<file path="config.mk">
export PLATFORM = sky130hd
export DESIGN_NAME = row_carve_node_select_top
export DESIGN_NICKNAME = d
export VERILOG_FILES = /design/src/hdl/rcns_pkg.sv /design/src/hdl/row_carve_node_select_top.sv /design/src/hdl/rcns_in_stage.sv /design/src/hdl/rcns_row_eval.sv /design/src/hdl/rcns_out_stage.sv
export SDC_FILE = /design/constraint.sdc
export NUM_CORES = 1
export LEC_CHECK = 0
export ABC_CLOCK_PERIOD_IN_PS = 9720
export BUFFER_PORTS_ARGS = -buffer_cell sky130_fd_sc_hd__buf_2
export CORE_MARGIN = 4
export CORE_UTILIZATION = 51
export DETAILED_ROUTE_END_ITERATION = 6
export GPL_TIMING_DRIVEN = 0
export MAX_ROUTING_LAYER = met4
export PLACE_DENSITY = 0.69
export SETUP_SLACK_MARGIN = 0.5
export SLEW_MARGIN = 10
export SYNTH_ARGS = -nofsm -noshare
export SYNTH_HDL_FRONTEND = slang
export SYNTH_SLANG_ARGS = --single-unit
</file>
<file path="constraint.sdc">
create_clock -name clk -period 9.72 [get_ports clk]
set_clock_uncertainty 0.1 [all_clocks]
set_input_delay 0 -clock clk [delete_from_list [all_inputs] [get_ports clk]]
set_output_delay 0 -clock clk [all_outputs]
set_load 0.01 [all_outputs]
</file>
<file path="src/hdl/rcns_pkg.sv">
// Shared types, widths and helpers for the row carve node selector.
// Used by every module under hdl; depends on nothing.
package rcns_pkg;

    localparam int MAX_ROW_WIDTH = 4096;
    localparam int CNT_W         = $clog2(MAX_ROW_WIDTH + 1);
    localparam int POS_W         = 12;
    localparam int HUE_W         = 15;
    localparam int LUM_W         = 16;

    // One full turn of hue in 1/64 degree
    localparam logic [HUE_W-1:0] FULL_TURN = 15'd23040;

    typedef enum logic [1:0] {
        ROW_OK       = 2'd0,
        ROW_SHORT    = 2'd1,
        ROW_OVERFLOW = 2'd2
    } row_status_t;

    typedef struct packed {
        logic [HUE_W-1:0] hue;
        logic [LUM_W-1:0] luminance;
        logic             last;
    } pixel_t;

    typedef struct packed {
        logic [POS_W-1:0] position;
        row_status_t      status;
    } result_t;

    // Circular hue distance: min(|a-b|, |FULL_TURN-|a-b||)
    function automatic logic [HUE_W-1:0] circ_diff(input logic [HUE_W-1:0] a,
                                                   input logic [HUE_W-1:0] b);
        logic [HUE_W-1:0] d;
        logic [HUE_W-1:0] e;
        d = (a > b) ? (a - b) : (b - a);
        e = (d > FULL_TURN) ? (d - FULL_TURN) : (FULL_TURN - d);
        return (d < e) ? d : e;
    endfunction

endpackage

</file>
<file path="src/hdl/row_carve_node_select_top.sv">
// The result of a row is registered in the input register, which captures on the beat of its last
// pixel, and then in the result register, which captures when the row stage takes that pixel.
// Throughput: one pixel per cycle unless a last pixel stalls; the row state is registered per taken pixel.
// A last pixel stalls only while the previous result is still held in the output.
// Reset clears the row state and sets selection_mode to 0 (minimum luminance).
// Depends on rcns_pkg, rcns_in_stage, rcns_row_eval, rcns_out_stage.
module row_carve_node_select_top (
    input  logic                       clk,
    input  logic                       rst_n,
    input  logic                       cfg_valid,
    output logic                       cfg_ready,
    input  logic                       selection_mode,
    input  logic                       in_valid,
    output logic                       in_ready,
    input  logic [rcns_pkg::HUE_W-1:0] hue,
    input  logic [rcns_pkg::LUM_W-1:0] luminance,
    input  logic                       last_in_row,
    output logic                       out_valid,
    input  logic                       out_ready,
    output logic [rcns_pkg::POS_W-1:0] selected_position,
    output logic [1:0]                 row_status
);
    import rcns_pkg::*;

    logic    mode_reg;
    pixel_t  in_pix;
    pixel_t  s1_pix;
    logic    s1_valid;
    logic    s1_take;
    logic    out_free;
    logic    res_valid;
    result_t res;
    result_t out_res;

    // mode register, always writable
    assign cfg_ready = 1'b1;

    always_ff @(posedge clk or negedge rst_n)
    begin
        if (!rst_n)
        begin
            mode_reg <= 1'b0;
        end
        else if (cfg_valid && cfg_ready)
        begin
            mode_reg <= selection_mode;
        end
    end

    assign in_pix = '{hue: hue, luminance: luminance, last: last_in_row};

    rcns_in_stage u_in (
        .clk      (clk),
        .rst_n    (rst_n),
        .in_valid (in_valid),
        .in_ready (in_ready),
        .in_pix   (in_pix),
        .s1_valid (s1_valid),
        .s1_pix   (s1_pix),
        .s1_take  (s1_take)
    );

    rcns_row_eval u_eval (
        .clk       (clk),
        .rst_n     (rst_n),
        .mode      (mode_reg),
        .s1_valid  (s1_valid),
        .s1_pix    (s1_pix),
        .s1_take   (s1_take),
        .out_free  (out_free),
        .res_valid (res_valid),
        .res       (res)
    );

    rcns_out_stage u_out (
        .clk       (clk),
        .rst_n     (rst_n),
        .res_valid (res_valid),
        .res       (res),
        .out_free  (out_free),
        .out_valid (out_valid),
        .out_ready (out_ready),
        .out_res   (out_res)
    );

    assign selected_position = out_res.position;
    assign row_status        = out_res.status;

    // flagged rows never name a pixel
    a_flag_pos_zero: assert property (@(posedge clk) disable iff (!rst_n)
        out_valid && (row_status != ROW_OK) |-> selected_position == '0)
        else $error("flagged row carries a nonzero position");

    // a held result beat keeps its payload until taken
    a_out_hold: assert property (@(posedge clk) disable iff (!rst_n)
        out_valid && !out_ready |=> out_valid && $stable(selected_position)
            && $stable(row_status))
        else $error("held result changed before it was taken");

    // input only backs up behind a held result
    a_stall_cause: assert property (@(posedge clk) disable iff (!rst_n)
        !in_ready |-> out_valid && !out_ready)
        else $error("input stalled without a pending result");

endmodule

</file>
<file path="src/hdl/rcns_in_stage.sv">
// Input register stage: captures one pixel beat per cycle while it is empty or its pixel moves on.
// Depends on rcns_pkg.
module rcns_in_stage (
    input  logic            clk,
    input  logic            rst_n,
    input  logic            in_valid,
    output logic            in_ready,
    input  rcns_pkg::pixel_t in_pix,
    output logic            s1_valid,
    output rcns_pkg::pixel_t s1_pix,
    input  logic            s1_take
);
    import rcns_pkg::*;

    logic   valid_reg;
    logic   valid_next;
    pixel_t pix_reg;

    // free when empty or the held pixel moves on this cycle
    assign in_ready = !valid_reg || s1_take;

    always_comb
    begin
        valid_next = valid_reg;
        if (in_valid && in_ready)
        begin
            valid_next = 1'b1;
        end
        else if (s1_take)
        begin
            valid_next = 1'b0;
        end
    end

    always_ff @(posedge clk or negedge rst_n)
    begin
        if (!rst_n)
        begin
            valid_reg <= 1'b0;
        end
        else
        begin
            valid_reg <= valid_next;
        end
    end

    // payload, no reset
    always_ff @(posedge clk)
    begin
        if (in_valid && in_ready)
        begin
            pix_reg <= in_pix;
        end
    end

    assign s1_valid = valid_reg;
    assign s1_pix   = pix_reg;

endmodule

</file>
<file path="src/hdl/rcns_row_eval.sv">
// Row state and candidate selection: hue window, running minimum, pixel count.
// Depends on rcns_pkg.
module rcns_row_eval (
    input  logic             clk,
    input  logic             rst_n,
    input  logic             mode,
    input  logic             s1_valid,
    input  rcns_pkg::pixel_t s1_pix,
    output logic             s1_take,
    input  logic             out_free,
    output logic             res_valid,
    output rcns_pkg::result_t res
);
    import rcns_pkg::*;

    logic [HUE_W-1:0] prev_hue_reg,   prev_hue_next;
    logic [HUE_W-1:0] prev_diff_reg,  prev_diff_next;
    logic [CNT_W-1:0] count_reg,      count_next;
    logic [POS_W-1:0] best_pos_reg,   best_pos_next;
    logic [LUM_W-1:0] best_lum_reg,   best_lum_next;
    logic [HUE_W-1:0] best_score_reg, best_score_next;
    logic             ovf_reg,        ovf_next;

    logic [HUE_W-1:0] diff_new;
    logic [HUE_W:0]   score_sum;
    logic [HUE_W-1:0] score;
    logic [CNT_W-1:0] cand;
    logic             row_full;

    // a last pixel waits for the output register; others always move
    assign s1_take   = s1_valid && (!s1_pix.last || out_free);
    assign res_valid = s1_take && s1_pix.last;

    // score of the middle pixel of the window: stored left diff plus new right diff
    assign diff_new  = circ_diff(prev_hue_reg, s1_pix.hue);
    assign score_sum = {1'b0, prev_diff_reg} + {1'b0, diff_new};
    assign score     = score_sum[HUE_W-1:0];
    assign cand      = count_reg - CNT_W'(1);
    assign row_full  = count_reg >= CNT_W'(MAX_ROW_WIDTH);

    always_comb
    begin
        prev_hue_next   = prev_hue_reg;
        prev_diff_next  = prev_diff_reg;
        count_next      = count_reg;
        best_pos_next   = best_pos_reg;
        best_lum_next   = best_lum_reg;
        best_score_next = best_score_reg;
        ovf_next        = ovf_reg;
        res             = '{position: '0, status: ROW_OK};

        if (s1_take)
        begin
            if (row_full)
            begin
                ovf_next = 1'b1;
            end
            else
            begin
                if (!mode)
                begin
                    // luminance: the pixel itself competes, first interior is default
                    if (!s1_pix.last && (count_reg != '0))
                    begin
                        if ((count_reg == CNT_W'(1)) || (s1_pix.luminance < best_lum_reg))
                        begin
                            best_lum_next = s1_pix.luminance;
                            best_pos_next = count_reg[POS_W-1:0];
                        end
                    end
                end
                else
                begin
                    // hue: this pixel completes the score of its left neighbor
                    if (count_reg >= CNT_W'(2))
                    begin
                        if ((count_reg == CNT_W'(2)) || (score < best_score_reg))
                        begin
                            best_score_next = score;
                            best_pos_next   = cand[POS_W-1:0];
                        end
                    end
                end
                prev_hue_next  = s1_pix.hue;
                prev_diff_next = diff_new;
                count_next     = count_reg + CNT_W'(1);
            end

            if (s1_pix.last)
            begin
                if (ovf_next)
                begin
                    res = '{position: '0, status: ROW_OVERFLOW};
                end
                else if (count_next < CNT_W'(3))
                begin
                    res = '{position: '0, status: ROW_SHORT};
                end
                else
                begin
                    res = '{position: best_pos_next, status: ROW_OK};
                end

                // row done: back to the cleared state
                prev_hue_next   = '0;
                prev_diff_next  = '0;
                count_next      = '0;
                best_pos_next   = '0;
                best_lum_next   = '1;
                best_score_next = '1;
                ovf_next        = 1'b0;
            end
        end
    end

    always_ff @(posedge clk or negedge rst_n)
    begin
        if (!rst_n)
        begin
            prev_hue_reg   <= '0;
            prev_diff_reg  <= '0;
            count_reg      <= '0;
            best_pos_reg   <= '0;
            best_lum_reg   <= '1;
            best_score_reg <= '1;
            ovf_reg        <= 1'b0;
        end
        else
        begin
            prev_hue_reg   <= prev_hue_next;
            prev_diff_reg  <= prev_diff_next;
            count_reg      <= count_next;
            best_pos_reg   <= best_pos_next;
            best_lum_reg   <= best_lum_next;
            best_score_reg <= best_score_next;
            ovf_reg        <= ovf_next;
        end
    end

endmodule

</file>
<file path="src/hdl/rcns_out_stage.sv">
// Result register: holds one row result until the downstream takes the beat.
// Depends on rcns_pkg.
module rcns_out_stage (
    input  logic              clk,
    input  logic              rst_n,
    input  logic              res_valid,
    input  rcns_pkg::result_t res,
    output logic              out_free,
    output logic              out_valid,
    input  logic              out_ready,
    output rcns_pkg::result_t out_res
);
    import rcns_pkg::*;

    logic    valid_reg;
    logic    valid_next;
    result_t res_reg;

    assign out_free = !valid_reg || out_ready;

    always_comb
    begin
        valid_next = valid_reg;
        if (res_valid)
        begin
            valid_next = 1'b1;
        end
        else if (out_ready)
        begin
            valid_next = 1'b0;
        end
    end

    always_ff @(posedge clk or negedge rst_n)
    begin
        if (!rst_n)
        begin
            valid_reg <= 1'b0;
        end
        else
        begin
            valid_reg <= valid_next;
        end
    end

    // payload, no reset
    always_ff @(posedge clk)
    begin
        if (res_valid)
        begin
            res_reg <= res;
        end
    end

    assign out_valid = valid_reg;
    assign out_res   = res_reg;

endmodule
</file>
==> results of run 1 <==
[what timing repair did]
item | CTS | global route
endpoints found under the setup margin | 39 | 39
gates cloned | 2 | 1
pin swaps | 61 | 48
hold buffers | 38 | 0
setup buffers | 46 | 34
endpoints found under the hold margin | 105 | 0
gates resized for setup | 96 | 80
[layout make-up]
type / count / area share
Multi-Input combinational cell: 813 / 0.489
Buffer: 61 / 0.0318
Sequential cell: 136 / 0.277
Clock buffer: 17 / 0.0321
Tap cell: 265 / 0.0250
Inverter: 90 / 0.0259
Clock inverter: 15 / 0.0146
Timing Repair Buffer: 175 / 0.104
[power breakdown]
group          switching [uW]  total (uW)  internal, uW
logic                    1650        3180          1540
clock network             319         671           351
registers                73.3         802           729
total                    2040        4650          2620
[metal layers]
| metal | global-route usage | routed length [um] | up-vias |
|---|---|---|---|
| li1 | - | - | 4384 |
| met1 | 0.329 | 12200 | 4403 |
| met2 | 0.419 | 13600 | 284 |
| met3 | 0.0326 | 1210 | 58 |
| met4 | 0.0794 | 558 | 0 |
| met5 | - | 0 | - |
[placed cells by master (no fill, tap or decap), types with 23 or more instances in the layout]
master          n
a21o_1         31
a21oi_1        50
buf_2          54
buf_4          76
buf_6          23
clkbuf_1       34
dfrtp_1        59
dfstp_2        31
dlygate4sd3_1  38
edfxtp_1       46
ha_1           83
inv_1          84
nand2_1        83
nor2_1         65
o21ai_0        56
o22a_1         32
xnor2_1        31
[worst reg2reg max path, delay by kind of cell, from the launching register on]
family                     cells  cell delay, ns
AOI/OAI and AO/OA             21            3.94
and+or+nand+nor               12            1.98
DFF                            1            0.37
adders and majority gates      5            1.30
buffers and inverters         10            1.25
xor gates and xnor gates       3            0.56
[per-stage QoR]
| stage | power (uW) | setup TNS, ns | util | cells |
|---|---|---|---|---|
| after global routing | 4960 | -8.14 | 0.681 | 1572 |
| after CTS | 4310 | 0 | 0.650 | 1537 |
| after detailed placement | 3110 | -29.62 | 0.557 | 1419 |
| final | 4650 | 0 | 0.681 | 1572 |
| after floorplan | 2630 | 0 | - | 1100 |
| after global placement | 3070 | -26.34 | 0.556 | 1418 |
[worst paths after layout]
path,to,slack (ns),from
worst min-delay path,u_eval.prev_hue_reg[11]$_DFFE_PN0P_,-0.007,rst_n
max in group asynchronous,u_eval.best_lum_reg[7]$_DFFE_PN1P_,8.80,rst_n
worst min register to register,u_eval.prev_hue_reg[14]$_DFFE_PN0P_,0.40,u_eval.prev_hue_reg[14]$_DFFE_PN0P_
worst max-delay path,u_eval.best_pos_reg[8]$_DFFE_PN0P_,0.12,u_in.s1_pix[21]$_DFFE_PP_
min in group clk,u_in.s1_pix[3]$_DFFE_PP_,0.17,luminance[2]
worst max register to register,u_eval.best_pos_reg[8]$_DFFE_PN0P_,0.12,u_in.s1_pix[21]$_DFFE_PP_
[cell families (layout without fill, tap and decap cells)]
group | count (synthesis) | count (layout) | synth area share
buffers and inverters | 151 | 358 | 0.0606
AND/OR/NAND/NOR | 309 | 309 | 0.158
other | 1 | 1 | 0.000371
multiplexers | 16 | 16 | 0.0173
AO/OA/AOI/OAI | 347 | 347 | 0.240
XOR/XNOR | 45 | 45 | 0.0404
flip-flops | 136 | 136 | 0.364
adder cells (fa/ha/maj) | 95 | 95 | 0.120
==> flow_metrics.env, run 1 <==
export IMPL_outcome="finished, violations left"
export IMPL_violations="hold timing"
export IMPL_grt_max_degree=53
export IMPL_yosysTopAreaCell="dfrtp_1"
export IMPL_hold_viol_final=1
export IMPL_die_area_sq_um=22100
export IMPL_cts_buffers=17
export IMPL_yosysMostFrequentCell="ha_1"
export IMPL_syn_to_final_growth_pct=31.2
export IMPL_synthCells=1100
export IMPL_finalSetupViolCount=0
export IMPL_stdcell_area_sq_um=13200
export IMPL_nets=1427
export IMPL_dr_first_iter_drc_count=696
export IMPL_timing_final_ws_setup_ns=0.120
export IMPL_synth_ff_type="dfrtp_1"
export IMPL_fillerInstances=1489
export IMPL_crit_path_max_incr_delay_ns=0.45
export IMPL_antenna_cells=0
export IMPL_register_area_sq_um=3670
export IMPL_ys_seq_area_frac=0.364
export IMPL_period_share=0.988
export IMPL_portBuffers=53
export IMPL_maxCapViolCount=0
export IMPL_max_slew_margin=0.319
export IMPL_io_pins=55
export IMPL_rr_worst_depth=51
export IMPL_dp_slack_ns=-0.992
export IMPL_slowest_stage="or4_4"
export IMPL_placed_cell_area_sq_um=10800
export IMPL_critical_path_endpoint_type="flip-flop"
export IMPL_drtPass1Iterations=5
export IMPL_htree_num_levels=4
export IMPL_power_density_nw_per_um2=351
export IMPL_netlist_area_leader_share=0.146
export IMPL_cts_root_buf="clkbuf_16"
export IMPL_cts_tree="built"
export IMPL_overflow=0
export IMPL_start_util=0.519
export IMPL_die_h_um=149
export IMPL_grt_pass1_wl_mm=44.5
export IMPL_grt_setup_unrepaired="yes"
export IMPL_yosys_warnings=0
export IMPL_drcViolationCount=0
export IMPL_post_drt_wl_per_cell_um=17.5
export IMPL_cts_buffer_depth=2
export IMPL_dp_final_hpwl_mm=17.8
export IMPL_worst_pin_slew_ns=1.01
export IMPL_first_global_vias=8883
export IMPL_ys_ff_latch=136
export IMPL_row_count=51
export IMPL_start_kind="flip-flop"
export IMPL_syn_avg_cell_area_sq_um=9.18
export IMPL_max_freq_mhz=104
export IMPL_critical_path_buf_inv_count=10
export IMPL_clock_latency_ns=0.44
export IMPL_wl_mm=27.5
export IMPL_die_w_um=149
export IMPL_hp_class="in2async"
export IMPL_power_leakage_uw=0.00604
export IMPL_hold_ws_ns=-0.00701
export IMPL_ys_types=91
export IMPL_crit_arrival_ns=9.83
export IMPL_synth_common_cells="92 x ha_1, 89 x inv_1, 89 x nand2_1, 69 x a21oi_1, 69 x nor2_1"
export IMPL_critical_path_top_delay_family="compound AO/OA/AOI/OAI gates"
export IMPL_critPathMostFrequentCell="a21o_1"
export IMPL_path_depth=51
export IMPL_viasPerCell=5.81
export IMPL_gp_congestion=0.933
export IMPL_via_count=9129
export IMPL_clock_sinks=136
export IMPL_largest_reg_flops=32
export IMPL_peakVddDrop_uv=188
export IMPL_cp_required_ns=9.95
export IMPL_worstPathMaxFanout=10
export IMPL_min_period_ns=9.60
export IMPL_grt_use_total=0.254
export IMPL_slew_viol_final=0
export IMPL_multi_input_area_sq_um=6470
export IMPL_path_clk_slew_ns=0.07
export IMPL_synth_area_sq_um=10100
export IMPL_synth_edf_count=46
export IMPL_ant_nets=0
export IMPL_drive_gt1_frac=0.269
export IMPL_critical_path_class="reg2reg"
export IMPL_syn_num_nets=1233
export IMPL_synth_area_leaders="dfrtp_1 15%, edfxtp_1 14%, ha_1 11%, dfstp_2 8.1%, a21oi_1 3.4%"
export IMPL_antenna_found_initial=0
export IMPL_core_sq_um=19500
export IMPL_synthArstFlopShare=0.662
(Power assumes the default switching activity.)
==> inputs of run 2 (changes only) <==
--- a/config.mk
+++ b/config.mk
@@ -6,13 +6,13 @@
 export NUM_CORES = 1
 export LEC_CHECK = 0
 export ABC_CLOCK_PERIOD_IN_PS = 9720
-export BUFFER_PORTS_ARGS = -buffer_cell sky130_fd_sc_hd__buf_2
 export CORE_MARGIN = 4
 export CORE_UTILIZATION = 51
 export DETAILED_ROUTE_END_ITERATION = 6
+export DONT_BUFFER_PORTS = 1
 export GPL_TIMING_DRIVEN = 0
 export MAX_ROUTING_LAYER = met4
-export PLACE_DENSITY = 0.69
+export PLACE_DENSITY = 0.67
 export SETUP_SLACK_MARGIN = 0.5
 export SLEW_MARGIN = 10
 export SYNTH_ARGS = -nofsm -noshare
==> flow_metrics.env, run 2 (synthesis gave the netlist of run 1 again) <==
export IMPL_outcome="completed"
export IMPL_start_kind="flip-flop"
export IMPL_dp_slack_ns=-1.00
export IMPL_grt_setup_unrepaired="yes"
export IMPL_clock_sinks=136
export IMPL_ant_nets=0
export IMPL_period_share=0.993
export IMPL_dp_final_hpwl_mm=17.6
export IMPL_die_area_sq_um=22100
export IMPL_cts_tree="built"
export IMPL_timing_final_ws_setup_ns=0.0721
export IMPL_largest_reg_flops=32
export IMPL_die_h_um=149
export IMPL_hp_class="in2async"
export IMPL_dr_first_iter_drc_count=635
export IMPL_cts_root_buf="clkbuf_16"
export IMPL_via_count=9085
export IMPL_drtPass1Iterations=7
export IMPL_dp_cells=1365
export IMPL_start_util=0.519
export IMPL_slowest_stage="fa_2"
export IMPL_critical_path_class="reg2reg"
export IMPL_drive_gt1_frac=0.254
export IMPL_hold_viol_final=0
export IMPL_io_pins=55
export IMPL_stdcell_count=1535
export IMPL_die_w_um=149
export IMPL_wl_met3_mm=1.33
export IMPL_fillerInstances=1478
export IMPL_post_drt_wl_per_cell_um=18.0
export IMPL_overflow=0
export IMPL_grt_max_degree=91
export IMPL_first_global_vias=8737
export IMPL_setup_tns_ns=0
export IMPL_grt_pass1_wl_mm=43.6
export IMPL_cts_buffer_depth=2
export IMPL_row_count=51
export IMPL_finalSetupViolCount=0
export IMPL_met1_length_mm=12.0
export IMPL_cts_buffers=17
export IMPL_htree_num_levels=4
export IMPL_slew_viol_final=0
export IMPL_syn_to_final_growth_pct=30.2
export IMPL_register_area_sq_um=3670
export IMPL_antenna_found_initial=0
export IMPL_wl_mm=27.6
export IMPL_power_leakage_uw=0.00592
export IMPL_crit_path_max_incr_delay_ns=0.43
export IMPL_post_route_util=0.676
export IMPL_nets=1390
export IMPL_layout_common_cells="93 x buf_4, 84 x inv_1, 83 x nand2_1"
export IMPL_top_layer="met4"
export IMPL_multi_input_area_sq_um=6520
export IMPL_antenna_cells=0
export IMPL_path_clk_slew_ns=0.07
export IMPL_power_density_nw_per_um2=348
export IMPL_worstPathMaxFanout=10
export IMPL_core_sq_um=19500
export IMPL_cp_required_ns=9.94
export IMPL_wl_met2_mm=13.6
export IMPL_viasPerCell=5.92
export IMPL_grt_use_total=0.250
export IMPL_portBuffers=0
export IMPL_final_common_cell="buf_4"
export IMPL_min_period_ns=9.65
export IMPL_max_freq_mhz=104
export IMPL_critical_path_endpoint_type="flip-flop"
export IMPL_max_slew_margin=0.143
export IMPL_maxCapViolCount=0
export IMPL_peakVddDrop_uv=177
export IMPL_worst_pin_slew_ns=1.28
export IMPL_clock_latency_ns=0.42
export IMPL_drcViolationCount=0
export IMPL_gp_congestion=0.916
export IMPL_crit_arrival_ns=9.87
==> run 2: changes by cell type in the layout (fill, tap and decap cells not counted), sizes merged <==
cell / delta
bufinv: +1
buf: -39
clkinv: -2
clkbuf: +2
inv: +1
==> run 2: path summary, 6_finish.rpt <==
check | end | cells past startpoint | slack, ns | start
setup / recovery | u_eval.best_pos_reg[8]$_DFFE_PN0P_ | 52 | 0.07 | u_in.s1_pix[17]$_DFFE_PP_
hold / removal | u_eval.prev_hue_reg[11]$_DFFE_PN0P_ | 2 | 0.05 | rst_n
setup reg to reg | u_eval.best_pos_reg[8]$_DFFE_PN0P_ | 52 | 0.07 | u_in.s1_pix[17]$_DFFE_PP_
hold reg to reg | u_eval.prev_diff_reg[13]$_DFFE_PN0P_ | 1 | 0.40 | u_eval.prev_diff_reg[13]$_DFFE_PN0P_
max in group asynchronous | u_eval.best_lum_reg[11]$_DFFE_PN1P_ | 2 | 9.08 | rst_n
min in group clk | u_in.s1_pix[1]$_DFFE_PP_ | 1 | 0.10 | luminance[0]
==> run 2: cell type report <==
type                            count  area share
Timing Repair Buffer              138      0.0932
Inverter                           90      0.0261
Clock buffer                       17      0.0323
Sequential cell                   136       0.279
Clock inverter                     15      0.0154
Multi-Input combinational cell    813       0.496
Buffer                             61      0.0328
Tap cell                          265      0.0252
==> run 2: what timing repair did <==
action | 4_1_cts | 5_1_grt
hold endpoints to repair | 125 | 0
setup buffers | 43 | 53
pin swaps | 66 | 70
cloned | 1 | 2
hold buffers | 39 | 0
gates resized for setup | 96 | 87
endpoints found under the setup margin | 39 | 39
==> run 2: critical path: cells and delay by family, from the launching register on <==
| kind | cells | cell delay [ns] |
|---|---|---|
| buffers and inverters | 10 | 1.20 |
| flip-flops | 1 | 0.40 |
| AO/OA/AOI/OAI | 25 | 4.62 |
| XOR/XNOR | 3 | 0.53 |
| adder cells (fa/ha/maj) | 6 | 1.72 |
| AND/OR/NAND/NOR | 8 | 0.95 |
==> run 2: metal layers <==
metal	track usage	vias up
met4	0.0864	0
li1	-	4314
met2	0.407	294
met1	0.317	4417
met5	-	-
met3	0.0417	60
==> run 2: report_power, final <==
part           switching, uW  internal, uW  leakage [uW]
clock                    310           375      0.000306
combinational           1580          1510       0.00407
sequential              77.5           730       0.00155
total                   1970          2610       0.00592
==> run 2: per-stage QoR <==
stage	total power [uW]	hold WS [ns]	instance area, sq um
6_report	4580	0.0502	13200
5_1_grt	4890	0.0874	13200
4_1_cts	4200	0.0608	12300
3_5_place_dp	3090	-0.392	10600
3_3_place_gp	3060	-0.392	10600
2_1_floorplan	2630	-0.396	10200
